--- config.mk ---
export PLATFORM = sky130hd
export DESIGN_NAME = psc_ctrl
export DESIGN_NICKNAME = d
export VERILOG_FILES = /design/src/hdl/psc_pkg.sv /design/src/hdl/psc_ctrl.sv
export VERILOG_INCLUDE_DIRS = /design/src /design/src/hdl
export SDC_FILE = /design/constraint.sdc
export NUM_CORES = 1
export LEC_CHECK = 0
export ABC_AREA = 1
export BUFFER_PORTS_ARGS = -buffer_cell sky130_fd_sc_hd__buf_2
export CAP_MARGIN = 30
export CORE_AREA = 2 2 39 41
export DETAILED_ROUTE_END_ITERATION = 10
export DIE_AREA = 0 0 41 43
export PLACE_DENSITY = 0.59
export SYNTH_ARGS = -nofsm -noshare
export SYNTH_HDL_FRONTEND = slang
export SYNTH_SLANG_ARGS = --single-unit
--- constraint.sdc ---
create_clock -name clk -period 2.7 [get_ports clk]
set_input_delay 0.675 -clock clk [delete_from_list [all_inputs] [get_ports clk]]
set_output_delay 0.675 -clock clk [all_outputs]
set_load 0.1 [all_outputs]
--- src/hdl/prime_sieve_counter_core_assert.svh ---
// Assertion macros used by the prime sieve counter controller.
`ifndef PRIME_SIEVE_COUNTER_CORE_ASSERT_SVH
`define PRIME_SIEVE_COUNTER_CORE_ASSERT_SVH

// Same-cycle implication, checked on clk and disabled during reset.
`define PSC_ASSERT_NOW(label, ante, cons, msg) \
    label: assert property (@(posedge clk) disable iff (!rst_n) (ante) |-> (cons)) \
        else $error(msg);

// Next-cycle implication, checked on clk and disabled during reset.
`define PSC_ASSERT_NEXT(label, ante, cons, msg) \
    label: assert property (@(posedge clk) disable iff (!rst_n) (ante) |=> (cons)) \
        else $error(msg);

`endif

--- src/hdl/psc_pkg.sv ---
// Shared constants and controller/datapath handshake types for the prime sieve counter.
package psc_pkg;

    // Field widths of the request and response words.
    localparam int LIM_W = 16;
    localparam int CNT_W = 16;

    // Width of the internal number walkers (limit plus one stride fits).
    localparam int NUM_W = LIM_W + 1;

    // Default largest accepted limit.
    localparam int DEF_MAX_LIMIT = 65535;

    // Commands from the controller to the datapath.
    typedef struct packed {
        logic load;       // capture the limit, reset walkers
        logic clr_step;   // clear one flag, advance index
        logic cand_init;  // start candidates at three
        logic cand_read;  // read the flag of the candidate
        logic cand_next;  // move to the next odd candidate
        logic mark_init;  // start multiples at candidate squared
        logic mark_step;  // mark one multiple, advance by candidate
        logic cnt_init;   // start counting at three with one prime
        logic cnt_read;   // read one odd flag for counting
        logic res_load;   // move the count into the result register
    } cmd_t;

    // Status from the datapath to the controller.
    typedef struct packed {
        logic lim_small;  // incoming limit is below two
        logic clr_last;   // index has reached the limit
        logic sq_gt_lim;  // candidate squared exceeds the limit
        logic flag;       // registered flag read data
        logic m_gt_lim;   // multiple exceeds the limit
        logic idx_gt_lim; // count index exceeds the limit
    } sts_t;

endpackage

--- src/hdl/psc_ctrl.sv ---
// Sequencer that steps the sieve through clear, mark, count and result phases.
`include "prime_sieve_counter_core_assert.svh"

module psc_ctrl (
    input  logic          clk,
    input  logic          rst_n,
    input  logic          req_valid,
    output logic          req_ready,
    output logic          rsp_valid,
    input  logic          rsp_ready,
    output psc_pkg::cmd_t cmd,
    input  psc_pkg::sts_t sts
);
    import psc_pkg::*;

    typedef enum logic [2:0] {
        ST_IDLE,
        ST_CLEAR,
        ST_CAND,
        ST_CAND_WAIT,
        ST_MARK,
        ST_COUNT,
        ST_FINISH
    } state_t;

    state_t state_reg, state_next;
    logic   rsp_valid_reg, rsp_valid_next;

    assign req_ready = (state_reg == ST_IDLE);
    assign rsp_valid = rsp_valid_reg;

    // Next state, commands and response valid.
    always_comb
    begin
        state_next     = state_reg;
        rsp_valid_next = rsp_valid_reg && !rsp_ready;
        cmd            = '0;
        case (state_reg)
            ST_IDLE:
            begin
                if (req_valid)
                begin
                    cmd.load   = 1'b1;
                    state_next = sts.lim_small ? ST_FINISH : ST_CLEAR;
                end
            end
            ST_CLEAR:
            begin
                cmd.clr_step = 1'b1;
                if (sts.clr_last)
                begin
                    cmd.cand_init = 1'b1;
                    state_next    = ST_CAND;
                end
            end
            ST_CAND:
            begin
                if (sts.sq_gt_lim)
                begin
                    cmd.cnt_init = 1'b1;
                    state_next   = ST_COUNT;
                end
                else
                begin
                    cmd.cand_read = 1'b1;
                    state_next    = ST_CAND_WAIT;
                end
            end
            ST_CAND_WAIT:
            begin
                if (sts.flag)
                begin
                    cmd.cand_next = 1'b1;
                    state_next    = ST_CAND;
                end
                else
                begin
                    cmd.mark_init = 1'b1;
                    state_next    = ST_MARK;
                end
            end
            ST_MARK:
            begin
                if (sts.m_gt_lim)
                begin
                    cmd.cand_next = 1'b1;
                    state_next    = ST_CAND;
                end
                else
                begin
                    cmd.mark_step = 1'b1;
                end
            end
            ST_COUNT:
            begin
                if (sts.idx_gt_lim)
                begin
                    state_next = ST_FINISH;
                end
                else
                begin
                    cmd.cnt_read = 1'b1;
                end
            end
            ST_FINISH:
            begin
                if (!rsp_valid_reg || rsp_ready)
                begin
                    cmd.res_load   = 1'b1;
                    rsp_valid_next = 1'b1;
                    state_next     = ST_IDLE;
                end
            end
            default:
            begin
                state_next = ST_IDLE;
            end
        endcase
    end

    // State and response valid registers.
    always_ff @(posedge clk or negedge rst_n)
    begin
        if (!rst_n)
        begin
            state_reg     <= ST_IDLE;
            rsp_valid_reg <= 1'b0;
        end
        else
        begin
            state_reg     <= state_next;
            rsp_valid_reg <= rsp_valid_next;
        end
    end

    // At most one flag store access is requested per cycle.
    `PSC_ASSERT_NOW(a_one_access, 1'b1,
        $onehot0({cmd.clr_step, cmd.cand_read, cmd.mark_step, cmd.cnt_read}),
        "psc_ctrl: more than one flag store access in a cycle")

    // Marks are never written beyond the limit.
    `PSC_ASSERT_NOW(a_mark_in_range, cmd.mark_step, !sts.m_gt_lim,
        "psc_ctrl: mark written beyond the limit")

    // A finished count waits while the previous result is still held.
    `PSC_ASSERT_NEXT(a_result_waits,
        state_reg == ST_FINISH && rsp_valid_reg && !rsp_ready,
        state_reg == ST_FINISH && rsp_valid_reg,
        "psc_ctrl: pending result overwritten")

endmodule

## Word level (Yosys, flattened, before mapping)

Cells that the tools add are included.

- Eq/ne operators: 11
- Muxes and demuxes: 30
- Reductions and logical operators: 6

Operators with widths:

| kind | number |
|---|---|
| 2-to-1 mux 3 bit | 8 |
| one-hot mux 3 bit (7 select lines) | 1 |
| 2-to-1 mux 1 bit | 19 |
| != test 2 bit, second input constant | 5 |
| == test 3 bit, second input constant | 3 |
| == test 3 x 2 -> 1 bit, second input constant | 2 |
| AND reduction 5 bit | 1 |
| == test 3 x 1 -> 1 bit, second input constant | 1 |
| zero test 3 bit | 1 |
| zero test 1 bit | 2 |
| 2-to-1 mux 2 bit | 1 |
| one-hot mux 1 bit (2 select lines) | 1 |
| logical AND 1 bit | 1 |
| logical OR 1 bit | 1 |

- Bits in registers: 4
- Input port bits: 10
- Word-level logic and storage cells: 49

## Depth between registers and ports, before layout

- Word-level depth: 4
- Depth in mapped cells: 9
- Mapped depth without buffers: 8

## Worst setup path before layout

OpenSTA, ideal clock, no wires.

- Kind: register to output
- From: reg rsp_valid_reg (netlist: rsp_valid)
- To: out cmd[0] (netlist bit)
- Arrival: 2.379 ns
- Path slack: -0.354 ns
- Stages on the path, launching flop included: 2
- Buffers on the path: 0
- Cells stage by stage: dfrtp_1 > a21oi_1

RTL lines:

| element | RTL line | RTL |
|---|---|---|
| start: declaration | psc_ctrl.sv:27 | `logic rsp_valid_reg, rsp_valid_next;` |
| start signal: assignment | psc_ctrl.sv:132 | `rsp_valid_reg <= rsp_valid_next;` |
| end: declaration | psc_ctrl.sv:11 | `output psc_pkg::cmd_t cmd,` |

==> flow_summary.toml <==
[run_status]
status = "finished, final reports clean"

[timing]
rsz0062_at_grt = "false"
fin_crit_ns = 2.18
tightest_slew_ns = 0.484
fin_crit_sh_pct = 80.8
finalHoldViolations = 0
max_freq_mhz = 458
final_max_slew_viol_count = 0
slew_headroom_pct = 68.0
setup_viol = 0
fin_setup_tns_ns = 0
fin_worst_skew_ns = 0.000421

[cts]
cts_tree = "yes"
cts_hold_buf = 0
path_clk_slew_ns = 0.04
htreeDepth = 1
cts-root-buf = "clkbuf_4"
cts_buffers = 3
clk-insertion-delay-late_ns = 0.23
cts_sinks = 4
postCtsSetupRepairBufs = 0
cts-resized-gates = 0
clockBufferDepth = 2

[route]
wire_per_inst_um = 8.00
drt-vias-per-instance = 4.33
vias = 472
antenna_left = 0
drc_errors = 0
first_iter_violations = 5
drt-total-wl_um = 872
drt_pass1_iterations = 4

[floorplanning]
core_um2 = 1380
die_w_um = 41
ioPinCount = 22
dieArea_um2 = 1760
start_util_pct = 27.9
die_h_um = 43
num_rows = 14

[final_layout]
diodes = 0
nNetsFinal = 105
area_growth_pct = 36.6
largest_register_ffs = 3
n_fill_cell = 155
drive_above_1_share_pct = 34.4

[global_route]
grt_pass1_vias = 355
track_usage_pct = 11.1
grt_pass1_wl_um = 1330
grt_max_degree = 9
grt-ovfl-total = 0
antenna_found_initial = 0

[setup_path]
crit_family = "flip-flops"
max_stage_delay_ns = 0.46
path_buf_inv = 1
cp.required_ns = 2.03
crit_fanout = 7
criticalPathCategory = "reg -> out"
cp-end-kind = "primary output"
crit_chain = "nor2_2 > nand2_2 > nor2_1 > buf_2"
critPathArrivalTime_ns = 1.51
critPathSlowestCell = "dfrtp_1"
setup.worst_path.start_class = "flop"

[synthesis]
synth.mux.area_fraction_pct = 0
synth_compound_area_share_pct = 5.18
synthesis.nets = 81
syn_area_per_cell_um2 = 5.45
yosysSeqAreaShare_pct = 25.9
synth_cell_types = 12
synth_top_family_by_area = "simple AND/OR/NAND/NOR gates"
synth_area_leaders = "dfrtp_1 (26%), nand2_1 (17%), inv_1 (17%), nand3_1 (10%), nor2_1 (6.8%)"
synthCells = 71
synth_top_area_cell = "dfrtp_1"
synth_seq_cells = 4
synthAdderAreaFrac_pct = 0
synth_warnings = 0
synth_top_cell_area_share_pct = 25.9
netlist_area_um2 = 387
synth_xor_area_share_pct = 0
synthSimpleGateAreaFrac_pct = 46.0

[placement]
place_hpwl_um = 746
gp_congestion = 0.784
io_buffers = 21

[flow_run]
maxCapViolations = 0

[hold_path]
worstHoldPathType = "in -> async"
-- final cells by class --
type                            count  area [um2]  share of cell area, %
Sequential cell                     4         100                   19.0
Inverter                           21        78.8                   14.9
Tap cell                           16        20.0                   3.79
Multi-Input combinational cell     44         201                   38.2
Clock buffer                        3        22.5                   4.27
Timing Repair Buffer               21         105                   19.9
-- per-stage QoR --
step	instances	setup slack (ns)	cell area, um2	utilization [%]	hold WS (ns)
after global placement	106	0.592	505	36.5	0.480
after detailed placement	106	0.576	505	36.5	0.482
after CTS	109	0.510	528	38.2	0.235
final	109	0.518	528	38.2	0.241
after global routing	109	0.403	528	38.2	0.232
after floorplan	71	0.0466	390	-	0.379
-- cell usage after synthesis --
| cell type | count |
|---|---|
| a21oi_1 | 3 |
| buf_2 | 2 |
| dfrtp_1 | 4 |
| inv_1 | 17 |
| inv_2 | 4 |
| nand2_1 | 18 |
| nand2_2 | 1 |
| nand3_1 | 8 |
| nand4_1 | 4 |
| nor2_1 | 7 |
| nor2_2 | 2 |
| o21ai_0 | 1 |
-- final timing paths --
check / slack [ns] / to / cells after the start / startpoint
max in group asynchronous: 2.35 / state_reg[1]$_DFFE_PN0P_ / 1 / rst_n
setup / recovery: 0.52 / cmd[9] / 4 / state_reg[2]$_DFFE_PN0P_
hold / removal: 0.24 / state_reg[2]$_DFFE_PN0P_ / 1 / rst_n
hold reg to reg: 0.54 / rsp_valid$_DFF_PN0_ / 2 / rsp_valid$_DFF_PN0_
min in group clk: 0.54 / rsp_valid$_DFF_PN0_ / 2 / rsp_valid$_DFF_PN0_
setup reg to reg: 1.46 / state_reg[2]$_DFFE_PN0P_ / 7 / state_reg[1]$_DFFE_PN0P_
-- layer usage --
metal | vias to the layer above | routed length, um | GRT usage (%)
li1 | 259 | - | -
met1 | 201 | 412 | 15.6
met2 | 12 | 408 | 14.7
met3 | 0 | 51 | 4.71
met4 | 0 | 0 | 4.00
met5 | - | 0 | 0
-- placed cells by master (no fill, tap or decap) --
| cell type | n |
|---|---|
| buf_2 | 21 |
| nand2_1 | 18 |
| inv_1 | 17 |
| nand3_1 | 8 |
| nor2_1 | 7 |
| inv_2 | 4 |
| nand4_1 | 4 |
| dfrtp_1 | 4 |
| clkbuf_4 | 3 |
| nor2_2 | 2 |
| a21oi_1 | 2 |
| nand2_2 | 1 |
| a21oi_2 | 1 |
| o21ai_0 | 1 |
-- cell families (layout without fill, tap and decap cells) --
group                  count (synthesis)  after routing
DFF                                    4              4
and+or+nand+nor                       40             40
AOI/OAI and AO/OA                      4              4
buffers and inverters                 23             45
Power is not shown: default switching activity piles up to over one toggle a cycle in this logic, so the estimate is an artifact.
